**config.mk**
```make
export PLATFORM = sky130hd
export DESIGN_NAME = bbc_back
export DESIGN_NICKNAME = d
export VERILOG_FILES = /design/src/design/bbc_pkg.sv /design/src/design/bbc_back.sv
export SDC_FILE = /design/constraint.sdc
export NUM_CORES = 1
export LEC_CHECK = 0
export BUFFER_PORTS_ARGS = -buffer_cell sky130_fd_sc_hd__clkbuf_2
export CORE_ASPECT_RATIO = 1.75
export CORE_MARGIN = 2
export CORE_UTILIZATION = 60
export DETAILED_ROUTE_END_ITERATION = 10
export GPL_ROUTABILITY_DRIVEN = 1
export HOLD_SLACK_MARGIN = 0.15
export PLACE_DENSITY = 0.74
export RECOVER_POWER = 25
export SETUP_SLACK_MARGIN = 0.4
export SYNTH_ARGS = -nofsm -noshare
export SYNTH_HDL_FRONTEND = slang
export SYNTH_SLANG_ARGS = --single-unit
```
**constraint.sdc**
```tcl
create_clock -name clock -period 4.2 [get_ports clock]
set_clock_uncertainty 0.1 [all_clocks]
set_input_delay 0.21 -clock clock [delete_from_list [all_inputs] [get_ports clock]]
set_output_delay 0.21 -clock clock [all_outputs]
set_load 0.02 [all_outputs]
```
**src/design/bbc_pkg.sv**
```systemverilog
// bbc_pkg: shared types, constants and character decode for the bracket balance checker.
// No dependencies; imported by every module of the block.
`timescale 1ns / 1ps
package bbc_pkg;

   localparam int STACK_DEPTH_DEFAULT = 64;
   localparam int QUEUE_DEPTH         = 4;
   localparam int QUEUE_AW            = $clog2(QUEUE_DEPTH);

   localparam logic [7:0] CHAR_OPEN_ROUND   = 8'h28;
   localparam logic [7:0] CHAR_OPEN_SQUARE  = 8'h5B;
   localparam logic [7:0] CHAR_OPEN_CURLY   = 8'h7B;
   localparam logic [7:0] CHAR_CLOSE_ROUND  = 8'h29;
   localparam logic [7:0] CHAR_CLOSE_SQUARE = 8'h5D;
   localparam logic [7:0] CHAR_CLOSE_CURLY  = 8'h7D;

   localparam logic [1:0] BR_ROUND  = 2'd0;
   localparam logic [1:0] BR_SQUARE = 2'd1;
   localparam logic [1:0] BR_CURLY  = 2'd2;

   localparam logic [2:0] KIND_NONE     = 3'd0;
   localparam logic [2:0] KIND_MISMATCH = 3'd1;
   localparam logic [2:0] KIND_EMPTY    = 3'd2;
   localparam logic [2:0] KIND_OPEN     = 3'd3;
   localparam logic [2:0] KIND_OVERFLOW = 3'd4;

   typedef enum logic [1:0] {
      OP_SKIP,
      OP_OPEN,
      OP_CLOSE
   } op_type;

   typedef struct packed {
      op_type     op;
      logic [1:0] br;
      logic       last;
   } item_type;

   function automatic item_type classify(input logic [7:0] char_code, input logic is_last);
      item_type it;
      it.last = is_last;
      it.op   = OP_SKIP;
      it.br   = BR_ROUND;
      case (char_code)
         CHAR_OPEN_ROUND: begin
            it.op = OP_OPEN;
            it.br = BR_ROUND;
         end
         CHAR_OPEN_SQUARE: begin
            it.op = OP_OPEN;
            it.br = BR_SQUARE;
         end
         CHAR_OPEN_CURLY: begin
            it.op = OP_OPEN;
            it.br = BR_CURLY;
         end
         CHAR_CLOSE_ROUND: begin
            it.op = OP_CLOSE;
            it.br = BR_ROUND;
         end
         CHAR_CLOSE_SQUARE: begin
            it.op = OP_CLOSE;
            it.br = BR_SQUARE;
         end
         CHAR_CLOSE_CURLY: begin
            it.op = OP_CLOSE;
            it.br = BR_CURLY;
         end
         default: begin
            it.op = OP_SKIP;
            it.br = BR_ROUND;
         end
      endcase
      return it;
   endfunction

endpackage

```
**src/design/bbc_back.sv**
```systemverilog
// bbc_back: executes queued items against the bracket stack and registers the verdict.
// Depends on bbc_pkg; holds the stack memory and the response output register.
`timescale 1ns / 1ps
module bbc_back
   import bbc_pkg::*;
#(
   parameter int STACK_DEPTH = STACK_DEPTH_DEFAULT
) (
   input  logic       clock,
   input  logic       reset,
   input  logic       q_nonempty,
   input  item_type   q_item,
   output logic       q_pop,
   output logic       rsp_tvalid,
   input  logic       rsp_tready,
   output logic [7:0] rsp_tdata    // [0] balanced, [3:1] error_kind, [7:4] zero
);

   localparam int AW = (STACK_DEPTH > 1) ? $clog2(STACK_DEPTH) : 1;
   localparam int LW = $clog2(STACK_DEPTH + 1);

   logic [1:0]    stack_mem [STACK_DEPTH];
   logic [LW-1:0] level_ff, level_in;
   logic [1:0]    top_ff, top_in;
   logic [1:0]    second_ff;
   logic [2:0]    error_ff, error_in;
   logic          rsp_valid_ff, rsp_valid_in;
   logic          balanced_ff, balanced_in;
   logic [2:0]    kind_ff, kind_in;

   logic          out_free, consume, active;
   logic          is_full, is_empty;
   logic          do_push, do_pop;
   logic [2:0]    err_new, verdict;
   logic [LW-1:0] level_step, level_dec, level_dec3;
   logic [AW-1:0] wr_addr, rd_addr;

   assign out_free   = ~rsp_valid_ff | rsp_tready;
   assign consume    = q_nonempty & (~q_item.last | out_free);
   assign q_pop      = consume;
   assign active     = consume & (error_ff == KIND_NONE);
   assign is_full    = (level_ff == LW'(STACK_DEPTH));
   assign is_empty   = (level_ff == '0);
   assign level_dec  = level_ff - LW'(1);
   assign level_dec3 = level_ff - LW'(3);
   assign wr_addr    = level_dec[AW-1:0];
   assign rd_addr    = level_dec3[AW-1:0];

   always_comb begin
      do_push = 1'b0;
      do_pop  = 1'b0;
      err_new = error_ff;
      if (active) begin
         case (q_item.op)
            OP_OPEN: begin
               if (is_full) begin
                  err_new = KIND_OVERFLOW;
               end else begin
                  do_push = 1'b1;
               end
            end
            OP_CLOSE: begin
               if (is_empty) begin
                  err_new = KIND_EMPTY;
               end else if (top_ff == q_item.br) begin
                  do_pop = 1'b1;
               end else begin
                  err_new = KIND_MISMATCH;
               end
            end
            default: begin
               err_new = error_ff;
            end
         endcase
      end
   end

   always_comb begin
      level_step = level_ff;
      top_in     = top_ff;
      if (do_push) begin
         level_step = level_ff + LW'(1);
         top_in     = q_item.br;
      end else if (do_pop) begin
         level_step = level_dec;
         top_in     = second_ff;
      end
      if (err_new != KIND_NONE) begin
         verdict = err_new;
      end else if (level_step != '0) begin
         verdict = KIND_OPEN;
      end else begin
         verdict = KIND_NONE;
      end
      level_in     = level_step;
      error_in     = err_new;
      rsp_valid_in = rsp_valid_ff & ~rsp_tready;
      balanced_in  = balanced_ff;
      kind_in      = kind_ff;
      if (consume && q_item.last) begin
         level_in     = '0;
         error_in     = KIND_NONE;
         rsp_valid_in = 1'b1;
         balanced_in  = (verdict == KIND_NONE);
         kind_in      = verdict;
      end
   end

   always_ff @(posedge clock) begin
      if (reset) begin
         level_ff     <= '0;
         error_ff     <= KIND_NONE;
         rsp_valid_ff <= 1'b0;
      end else begin
         level_ff     <= level_in;
         error_ff     <= error_in;
         rsp_valid_ff <= rsp_valid_in;
      end
   end

   always_ff @(posedge clock) begin
      top_ff      <= top_in;
      balanced_ff <= balanced_in;
      kind_ff     <= kind_in;
   end

   always_ff @(posedge clock) begin
      if (do_push && !is_empty) begin
         stack_mem[wr_addr] <= top_ff;
      end
      if (do_pop) begin
         second_ff <= stack_mem[rd_addr];
      end else if (do_push) begin
         second_ff <= top_ff;
      end
   end

   assign rsp_tvalid = rsp_valid_ff;
   assign rsp_tdata  = {4'b0000, kind_ff, balanced_ff};

   property p_level_bound;
      @(posedge clock) disable iff (reset) level_ff <= LW'(STACK_DEPTH);
   endproperty
   a_level_bound: assert property (p_level_bound)
      else $error("stack level beyond depth");

   property p_verdict_clears;
      @(posedge clock) disable iff (reset)
         (consume && q_item.last) |=> (level_ff == '0 && error_ff == KIND_NONE);
   endproperty
   a_verdict_clears: assert property (p_verdict_clears)
      else $error("state not cleared after verdict");

   property p_error_sticky;
      @(posedge clock) disable iff (reset)
         (error_ff != KIND_NONE && !(consume && q_item.last)) |=> $stable(error_ff);
   endproperty
   a_error_sticky: assert property (p_error_sticky)
      else $error("sticky error changed inside string");

   property p_no_stack_op_on_error;
      @(posedge clock) disable iff (reset)
         (error_ff != KIND_NONE) |-> (!do_push && !do_pop);
   endproperty
   a_no_stack_op_on_error: assert property (p_no_stack_op_on_error)
      else $error("stack moved after error");

   property p_balanced_kind;
      @(posedge clock) disable iff (reset)
         rsp_valid_ff |-> (balanced_ff == (kind_ff == KIND_NONE));
   endproperty
   a_balanced_kind: assert property (p_balanced_kind)
      else $error("balanced flag disagrees with error kind");

endmodule

```
==> results of run 1 <==
==> power groups by stage <==
stage | logic, mW | clock network [mW] | registers, mW
finish | 0.187 | 1.29 | 1.60
global route | 0.203 | 1.37 | 1.60
CTS | 0.188 | 1.30 | 1.60
detailed placement | 0.185 | 0 | 1.63
global placement | 0.181 | 0 | 1.63
floorplan | 0.132 | 0 | 1.64
==> metal layers <==
| layer | GRT usage [%] | up-vias | wire length, um |
|---|---|---|---|
| met4 | 12.22 | 0 | 539 |
| met1 | 26.07 | 1880 | 4848 |
| met5 | 0 | - | 0 |
| met2 | 45.54 | 127 | 7759 |
| li1 | - | 1745 | - |
| met3 | 5.260 | 34 | 633 |
==> registers in the layout (all words and copies together), names as in the netlist <==
signal and cells:
rsp_tvalid 1, error_ff 3, level_ff 7, top_ff 2, kind_ff 3, stack_mem 128, second_ff 2, balanced_ff 1
==> cell families (layout without fill, tap and decap cells) <==
logic type      after synthesis  after routing  share of synthesized area [%]
compound gates               36             36                          4.041
xor+xnor                     17             17                          2.247
fa+ha+maj                     4              4                         0.7553
buf+inv                      30             61                          2.398
flops                       147            147                          64.95
mux                          42             42                          12.76
other cells                   1              4                        0.05659
simple gates                174            174                          12.78
==> worst max-delay path by stage <==
stage,cells past startpoint,end
final,8,second_ff[0]
after detailed placement,7,second_ff[1]
after CTS,7,second_ff[1]
after floorplan,12,second_ff[0]
after global routing,8,second_ff[1]
after global placement,9,kind_ff[0]
==> Yosys cell counts (all sizes together) (5+ instances only) <==
cell type / n
a211oi: 8
a21oi: 13
and2: 5
buf: 18
clkbuf: 6
dfxtp: 11
edfxtp: 136
inv: 6
mux2i: 8
mux4: 34
nand2: 33
nand3: 14
nor2: 83
nor2b: 9
nor3: 11
xnor2: 12
xor2: 5
==> final cells by class <==
type | count | area (um^2) | area share [%]
clock buffers | 19 | 432.9 | 5.913
inverters | 6 | 22.52 | 0.3076
flip-flops and latches | 147 | 4305 | 58.80
multi-input cells | 277 | 2182 | 29.80
repair buffers | 25 | 148.9 | 2.033
clock inverters | 11 | 67.56 | 0.9228
well taps | 130 | 162.7 | 2.221
==> through the flow <==
stage                     util, %  area [um^2]  power (mW)  setup WS, ns
after floorplan                 -         6638       1.771        0.9032
after global placement      63.15         6795       1.813         1.192
after detailed placement    63.15         6795       1.817         1.094
after CTS                   68.17         7336       3.093         1.067
after global routing        68.05         7322       3.174        0.8222
final                       68.05         7322       3.083         1.051
==> worst max-delay path: stages (launching register included) <==
cell,delay (ns)
dfxtp_1,0.44
ha_1,0.35
xor2_2,0.91
nor2b_1,0.14
a211oi_1,0.25
a21oi_1,0.07
mux4_2,0.50
nand2_1,0.08
nand2_1,0.04
==> run summary, run 1 <==
Result of the run: finished with violations
Failing checks: max-capacitance violations, max-slew violations
Vias in the first global route: 4,067
DRC Markers: 0
Worst skew pair latency: 0.42 ns
Most frequent cells in the layout: edfxtp_1 (136), nor2_1 (83), mux4_2 (34), nand2_1 (33), clkbuf_16 (17)
Hold-fix buffers, CTS: 4
WP data required: 4.27 ns
HPWL Detailed: 9.146 mm
R2r startpoint: level_ff[1]
Part of the Yosys area used for sequential elements: 64.95%
Post-route insts no fill: 615
ANT cells: 0
H-tree Lvls: 4
Hold WS: 0.2100 ns
Max Freq: 317.5 MHz
Clk slew on worst S/H paths: 0.06 ns
Nets@finish: 487
Flop pwr share: 52.0%
Clock Power Share: 41.9%
Post-synthesis register bit count: 147
Rows: 50
Vias: 3,786
Relative slew slack: -72.89%
R2R Setup Slk: 1.05 ns
Ys async rst share: 0%
Vias per std cell: 6.156
Hold Crit Class: input port to register
Min Tclk post-route: 3.149 ns
Postcts setup bufs: 0
Root buffer cell: clkbuf_16
Initial Util: 61.58%
Layout cells sized above 1: 18.76%
Min-Delay Endpoint: kind_ff[2]
Final Cycle Share: 74.98%
Cell taking the most area after synthesis: edfxtp_1
Max-slew violations: 132
Clock sink count: 147
# port buffers: 14
Setup CP Type: register to register
Grt total ovfl: 0
Final hold vios: 0
Io pins: 19
Worst Max-Slew Pin Slew: 2.593 ns
Dpl cells: 581
Worst Setup SP: level_ff[1]
First-pass GRT wire length: 21.32 mm
Crit. End Element: register
RSZ-0062 raised after global routing: no
Fill cells: 749
Routability cong.: 0.9407
Hold wc startpoint: q_item[0]
Sw Pwr: 0.6756 mW
First-pass iteration count of the detailed router: 7
Max_cap viols: 2
Total core area: 10,760 um^2
Power density over cell area: 421.1 nW/um^2
Routed len/inst: 22.41 um
Share of total power in combinational logic: 6.1%
Ys flop type: edfxtp_1
Setup TNS: 0 ns
Post-Synthesis Cells: 451
# setup viols final: 0
Commonest non-fill, non-tap cell in the layout: edfxtp_1
CTS tree: built
Maximum net fanout on the critical path: 24
Largest net degree at the start of global routing: 66
Post-Syn Area per Cell: 14.69 um^2
CTS Buf Count: 17
Post-synth EDFFs: 136
# resized after CTS: 0
DR iter-0 viols: 289
Post-synth top area share: 61.63%
R2R cell count: 8
Yosys warnings: 0
Count of cell types in the netlist: 52
Synthesis-to-layout area growth: 10.50%
Largest cells by area after synthesis: edfxtp_1 (62%), mux4_2 (12%), nor2_1 (4.7%), dfxtp_1 (3.3%), nand2_1 (1.9%)
Die width: 83.44 um
WHS Path Cells: 2
P_leak: 2.284 nW
Crit start category: register
Max Root-Sink Buffers: 2
CP arrival: 3.21 ns
Worst vdd ir: 0.3790 mV
DRT antenna net count: 0
Switching Fraction: 21.91%
Total track usage: 24.50%
Total wire length: 13.78 mm
Initial antenna violation count: 0
Area of the mapped netlist: 6626 um^2
R2R Path End: second_ff[0]
Internal power: 2.408 mW
Die area: 11,930 um^2
Chip height: 143.0 um
(Power assumes the default switching activity.)
==> run 2, diff against run 1 <==
--- a/config.mk
+++ b/config.mk
@@ -5,14 +5,15 @@
 export SDC_FILE = /design/constraint.sdc
 export NUM_CORES = 1
 export LEC_CHECK = 0
+export ABC_AREA = 1
 export BUFFER_PORTS_ARGS = -buffer_cell sky130_fd_sc_hd__clkbuf_2
 export CORE_ASPECT_RATIO = 1.75
 export CORE_MARGIN = 2
-export CORE_UTILIZATION = 60
+export CORE_UTILIZATION = 56
 export DETAILED_ROUTE_END_ITERATION = 10
 export GPL_ROUTABILITY_DRIVEN = 1
 export HOLD_SLACK_MARGIN = 0.15
-export PLACE_DENSITY = 0.74
+export PLACE_DENSITY = 0.73
 export RECOVER_POWER = 25
 export SETUP_SLACK_MARGIN = 0.4
 export SYNTH_ARGS = -nofsm -noshare
==> constraint.sdc (replaced) <==
create_clock -name clock -period 2.66 [get_ports clock]
set_clock_uncertainty 0.1 [all_clocks]
set_input_delay 0.133 -clock clock [delete_from_list [all_inputs] [get_ports clock]]
set_output_delay 0.133 -clock clock [all_outputs]
set_load 0.02 [all_outputs]
==> run 2 against run 1 <==
Effect of this change: the flow now finishes without violations; combinational power grew to 2.8 times the previous value; non-clock buffer count is 40 higher; setup slack worse by 0.77 ns; critical path type unchanged; critical endpoint is now second_ff[1]; largest cell class unchanged.
==> run summary, run 2 <==
R2R cell count: 16 (+8)
Cell taking the most area after synthesis: edfxtp_1
Dpl ws: 0.1373 ns (-0.9567 ns)
Result of the run: finished clean
Die area: 13,150 um^2 (+10%)
Dpl cells: 865 (+49%)
Worst Max-Slew Pin Slew: 1.268 ns (-1.325 ns)
Max Used Layer: met4
Final Cycle Share: 89.52% (+15 points)
Part of the Yosys area used for sequential elements: 62.91% (-2.0 points)
Max Root-Sink Buffers: 2 (unchanged)
Max FFs per register: 128 (unchanged)
Grt total ovfl: 0 (unchanged)
Met3 wire len: 1.249 mm (+97%)
Vias per std cell: 5.839 (-5.2%)
Crit. End Element: register
Met2 routed WL: 9.796 mm (+26%)
Routability cong.: 0.9129 (-3.0%)
Post-Synthesis Cells: 725 (+61%)
Clk slew on worst S/H paths: 0.06 ns (about the same)
R2R Path End: second_ff[1]
Max-slew violations: 0 (-100%)
DR iter-0 viols: 479 (+66%)
Max Freq: 420.0 MHz (+32%)
R2r startpoint: level_ff[0]
Worst setup path end: second_ff[1]
H-tree Lvls: 4 (unchanged)
CTS Buf Count: 17 (unchanged)
Post-synthesis register bit count: 147 (unchanged)
R2R Setup Slk: 0.28 ns (-0.77 ns)
Post-Place Cell Area: 7317 um^2 (+7.7%)
First-pass GRT wire length: 27.20 mm (+28%)
Hold Crit Class: input port to register
Power density over cell area: 628.9 nW/um^2 (+49%)
Post-synth EDFFs: 136 (unchanged)
Vias in the first global route: 5,326 (+31%)
Relative slew slack: 15.47% (+88 points)
Ys async rst share: 0% (unchanged)
Count leader, synth: nor2_1
Hold WS: 0.1840 ns (-0.02606 ns)
Largest cells by area after synthesis: edfxtp_1 (60%), nor2_1 (12%), nand2_1 (7.0%), o21ai_0 (5.6%), nand3_1 (3.6%)
Crit start category: register
Min Tclk post-route: 2.381 ns (-0.7681 ns)
P_leak: 3.240 nW (+42%)
Final hold vios: 0 (unchanged)
Max_cap viols: 0 (-2)
Die width: 87.56 um (+4.9%)
Synthesis-to-layout area growth: 25.80%
Io pins: 19 (unchanged)
# port buffers: 14 (unchanged)
Worst skew pair latency: 0.43 ns (about the same)
CTS tree: built
Final instance area: 8607 um^2 (+18%)
Worst Setup SP: level_ff[0]
First-pass iteration count of the detailed router: 5 (-2)
Initial Util: 57.32% (-4.3 points)
Count of cell types in the netlist: 27 (-48%)
M1 wire length: 6.494 mm (+34%)
WP data required: 2.74 ns (-1.53 ns)
Post-synth top area share: 59.69% (-1.9 points)
Initial antenna violation count: 0 (unchanged)
# setup viols final: 0 (unchanged)
Clock sink count: 147 (unchanged)
Rows: 53 (+6.0%)
HPWL Detailed: 10.63 mm (+16%)
Top Registers: stack_mem: 128 flops, level_ff: 7 flops
Fill cells: 860 (+15%)
RSZ-0062 raised after global routing: yes
Chip height: 150.2 um (+5.0%)
Total core area: 11,940 um^2 (+11%)
Maximum net fanout on the critical path: 8 (-67%)
Total track usage: 28.28% (+3.8 points)
Nets@finish: 792 (+63%)
Root buffer cell: clkbuf_16
Worst vdd ir: 0.5150 mV (+36%)
Total wire length: 18.48 mm (+34%)
Setup CP Type: register to register
Worst setup margin: 0.2788 ns (-0.7719 ns)
Routed len/inst: 19.90 um (-11%)
DRT antenna net count: 0 (unchanged)
Post-route insts no fill: 929 (+51%)
Area of the mapped netlist: 6842 um^2 (+3.2%)
Vias: 5,424 (+43%)
CP arrival: 2.46 ns (-0.75 ns)
Setup TNS: 0 ns (unchanged)
Yosys warnings: 0 (unchanged)
DRC Markers: 0 (unchanged)
Largest net degree at the start of global routing: 65 (-1.5%)
ANT cells: 0 (unchanged)
Synth top cells by count: nor2_1 (213), edfxtp_1 (136), nand2_1 (127)
Post-Syn Area per Cell: 9.437 um^2 (-36%)
Ys flop type: edfxtp_1
Layout cells sized above 1: 24.75% (+6.0 points)
Most frequent cells in the layout: nor2_1 (155), edfxtp_1 (136), nand2_1 (113), o21ai_0 (66), nor2_2 (44)
Top reg by flops: stack_mem
Commonest non-fill, non-tap cell in the layout: nor2_1
==> run 2: cell types whose count changed in the layout (fill, tap and decap cells not counted), moves of 15 or more <==
cell / change
nor2_4: +20
buf_4: +21
nor2_1: +72
nor2_2: +44
inv_1: +27
o21ai_0: +64
mux4_2: -34
nand3_1: +23
nand2_1: +80
o21ai_1: +15
==> run 2: repair_timing <==
item	in CTS	in global routing
gates resized for setup	34	61
endpoints found under the hold margin	7	0
hold buffers	5	0
cloned	3	1
pin swaps	19	19
setup buffers	13	10
setup endpoints to repair	112	129
==> run 2: routing by layer <==
layer | vias up | GRT usage, %
li1 | 2523 | -
met1 | 2585 | 30.41
met2 | 243 | 49.20
met3 | 73 | 6.469
met4 | 0 | 17.23
met5 | - | 0
==> run 2: worst min path at each step <==
stage | startpoint | endpoint | slack (ns) | depth (start not counted)
2_1_floorplan | reset | rsp_tvalid | 0.19 | 3
3_3_place_gp | reset | rsp_tvalid | 0.28 | 4
3_5_place_dp | reset | rsp_tvalid | 0.29 | 4
4_1_cts | q_item[4] | error_ff[1] | 0.18 | 7
5_1_grt | q_item[4] | error_ff[1] | 0.22 | 7
6_report | q_item[4] | error_ff[1] | 0.18 | 7
==> run 2: report_power, final <==
part	total [mW]	leakage, nW	switching (mW)	internal (mW)
Combinational	0.526	1.65	0.351	0.175
Sequential	2.53	1.32	0.00728	2.52
Clock	2.36	0.269	0.963	1.39
Total	5.41	3.24	1.32	4.09
==> run 2: per-stage QoR <==
step                      util, %  total power, mW
after floorplan                 -            2.863
after global placement      61.30            2.964
after detailed placement    61.30            2.973
after CTS                   69.53            5.355
after global routing        72.11            5.564
final                       72.11            5.413
==> run 2: cells by family after synthesis <==
kind of cell,share of synthesized area [%]
other cells,0.05481
fa+ha+maj,0.7316
buf+inv,4.791
simple gates,24.18
xor+xnor,1.134
flops,62.91
compound gates,6.200
==> run 2: critical path, stage by stage, from the launching register on <==
cell and delay [ns]:
dfxtp_4 0.40, inv_8 0.05, ha_4 0.40, buf_12 0.15
buf_12 0.10, buf_16 0.12, nor2_1 0.05, o21ai_1 0.11
nand2_1 0.14, nand2_2 0.09, nand3_2 0.05, nand2_1 0.07
nand2_1 0.07, nand3_2 0.07, nand2_2 0.07, nand2_1 0.06
o21ai_1 0.05
==> run 2: area by class of cell <==
cell class	instances	area, um^2	area share, %
clock buffers	19	432.9	5.030
clock inverters	13	148.9	1.730
inverters	41	175.2	2.035
multi-input cells	507	2691	31.27
flip-flops and latches	147	4314	50.12
well taps	137	171.4	1.992
repair buffers	65	673.1	7.821
==> run 3, diff against run 2 <==
--- a/config.mk
+++ b/config.mk
@@ -13,7 +13,7 @@
 export DETAILED_ROUTE_END_ITERATION = 10
 export GPL_ROUTABILITY_DRIVEN = 1
 export HOLD_SLACK_MARGIN = 0.15
-export PLACE_DENSITY = 0.73
+export PLACE_DENSITY = 0.87
 export RECOVER_POWER = 25
 export SETUP_SLACK_MARGIN = 0.4
 export SYNTH_ARGS = -nofsm -noshare
==> run 3 against run 2 <==
Effect of this change: register-to-register slack better by 0.04 ns; power increased by 1.7%; flip-flop and latch count unchanged; combinational power shrank 7.4%; die area is the same; clock power increased by 6%; sequential power about the same; critical endpoint unchanged; design area fell by 2.4%; largest cell class unchanged; fmax increased by 1.7%; highest routed layer unchanged; worst hold slack better by 0.032 ns; setup slack improved by 0.041 ns; global-route usage down 0.35 points.
==> run summary, run 3 (same netlist as run 2, synthesis figures left out) <==
Max FFs per register: 128 (unchanged)
Setup TNS: 0 ns (unchanged)
Relative slew slack: 17.39% (+1.9 points)
Layout cells sized above 1: 23.85% (-0.90 points)
Total track usage: 27.93% (-0.35 points)
DRT antenna net count: 0 (unchanged)
Clk slew on worst S/H paths: 0.07 ns (about the same)
Min Tclk post-route: 2.340 ns (-0.04075 ns)
CP max-delay cell: dfxtp_4
Max Root-Sink Buffers: 2 (unchanged)
Routability cong.: 0.8938 (-2.1%)
Crit. End Element: register
Worst Max-Slew Pin Slew: 1.239 ns (-0.02877 ns)
CTS tree: built
Vias in the first global route: 5,535 (+3.9%)
Worst skew pair latency: 0.43 ns (about the same)
Crit start category: register
Max incr delay on CP: 0.39 ns (about the same)
Result of the run: finished clean
DR iter-0 viols: 752 (+57%)
Top Registers: stack_mem: 128 flops, level_ff: 7 flops
Hold Crit Class: input port to register
CTS Buf Count: 17 (unchanged)
Total power: 5.507 mW (+1.7%)
ANT cells: 0 (unchanged)
H-tree Lvls: 4 (unchanged)
Chip height: 150.2 um (unchanged)
CP dominant cell by count: nand2_1
Max_cap viols: 0 (unchanged)
RSZ-0062 raised after global routing: yes
Max Freq: 427.3 MHz (+1.7%)
Vias: 5,577 (+2.8%)
Initial antenna violation count: 0 (unchanged)
Routed len/inst: 20.70 um (+4.0%)
Clock sink count: 147 (unchanged)
Synthesis-to-layout area growth: 22.82%
WP data required: 2.84 ns (+0.10 ns)
Total core area: 11,940 um^2 (unchanged)
Initial Util: 57.32% (unchanged)
Die width: 87.56 um (unchanged)
Final Cycle Share: 87.99% (-1.5 points)
Setup CP Type: register to register
Worst vdd ir: 0.5012 mV (-2.7%)
Commonest non-fill, non-tap cell in the layout: nor2_1
CP arrival: 2.52 ns (+0.06 ns)
Top reg by flops: stack_mem
First-pass iteration count of the detailed router: 7 (+2)
# setup viols final: 0 (unchanged)
First-pass GRT wire length: 26.89 mm (-1.1%)
Max-slew violations: 0 (unchanged)
Final hold vios: 0 (unchanged)
Family with the most delay on the worst path: simple AND/OR/NAND/NOR gates
P_leak: 3.153 nW (-2.7%)
Die area: 13,150 um^2 (unchanged)
Most frequent cells in the layout: nor2_1 (157), edfxtp_1 (136), nand2_1 (107), o21ai_0 (65), nor2_2 (44)
# port buffers: 14 (unchanged)
DRC Markers: 0 (unchanged)
Nets@finish: 780 (-1.5%)
Hold WS: 0.2163 ns (+0.03235 ns)
Total wire length: 18.98 mm (+2.7%)
Power density over cell area: 655.3 nW/um^2 (+4.2%)
Io pins: 19 (unchanged)
Largest net degree at the start of global routing: 65 (unchanged)
Grt total ovfl: 0 (unchanged)
Rows: 53 (unchanged)
CP Buf/Inv Count: 3 (-1)
Vias per std cell: 6.082 (+4.2%)
Maximum net fanout on the critical path: 21 (+13)
HPWL Detailed: 11.08 mm (+4.2%)
Root buffer cell: clkbuf_16
CP cell instances: inv_6 > ha_4 > buf_4 > clkinv_8 > nor2_1 > o21ai_0 > nand2_1 > nand2_1 > nand3_1 > nand2_1 > nand2_1 > nand3_1 > nand2_1 > nand2_1 > o21ai_1
## run 3: changes by cell type in the layout (fill, tap and decap cells not counted), sizes merged
cell,previous run,this run
buf,43,29
dlygate4sd3,5,6
clkinvlp,6,2
clkinv,1,3
inv,45,48
## run 3: cell type report
type	instances	area (um^2)
clock inverter	14	180.2
tap	137	171.4
inverter	41	176.4
sequential	147	4314
multi-input combinational	507	2653
timing repair buffer	53	469.2
clock buffer	18	439.2
fill	789	3533
## run 3: metrics by stage
stage                     setup slack, ns  cells  cell area, um^2  utilization [%]
after floorplan                   0.08242    728             7129                -
after global placement             0.2084    864             7297            61.13
after detailed placement           0.2293    864             7297            61.13
after CTS                          0.3549    907             8087            67.75
after global routing               0.2503    917             8403            70.40
final                              0.3195    917             8403            70.40
## run 3: worst min-delay path, stage by stage
cell and delay, ns:
clkbuf_2 0.10, ha_1 0.14, nor3_1 0.06, nand3_1 0.07
nand2_1 0.07, inv_1 0.08, nor2_1 0.05
## run 3: metal layers
metal | share of wire (%) | vias to the layer above | track usage [%]
li1 | - | 2494 | -
met1 | 32 | 2645 | 28.91
met2 | 52 | 325 | 49.73
met3 | 7.6 | 113 | 6.469
met4 | 7.7 | 0 | 16.92
met5 | 0 | - | 0
## run 3: worst paths after layout
check             slack (ns)  cells past startpoint      endpoint         start
setup / recovery        0.32                     15  second_ff[1]   level_ff[0]
hold / removal          0.22                      7   error_ff[1]     q_item[4]
setup reg to reg        0.32                     15  second_ff[1]   level_ff[0]
hold reg to reg         0.46                      2     top_ff[0]  second_ff[0]
## run 3: timing repair
| item | CTS | global route |
|---|---|---|
| cloned | 0 | 3 |
| endpoints found under the setup margin | 77 | 131 |
| setup buffers | 5 | 7 |
| resized for setup | 16 | 76 |
| hold endpoints to repair | 8 | 0 |
| pin swaps | 4 | 17 |
| hold buffers | 6 | 0 |
## run 3: power by group
part | internal [mW] | switching (mW)
combinational | 0.149 | 0.338
clock | 1.45 | 1.04
sequential | 2.52 | 0.00903
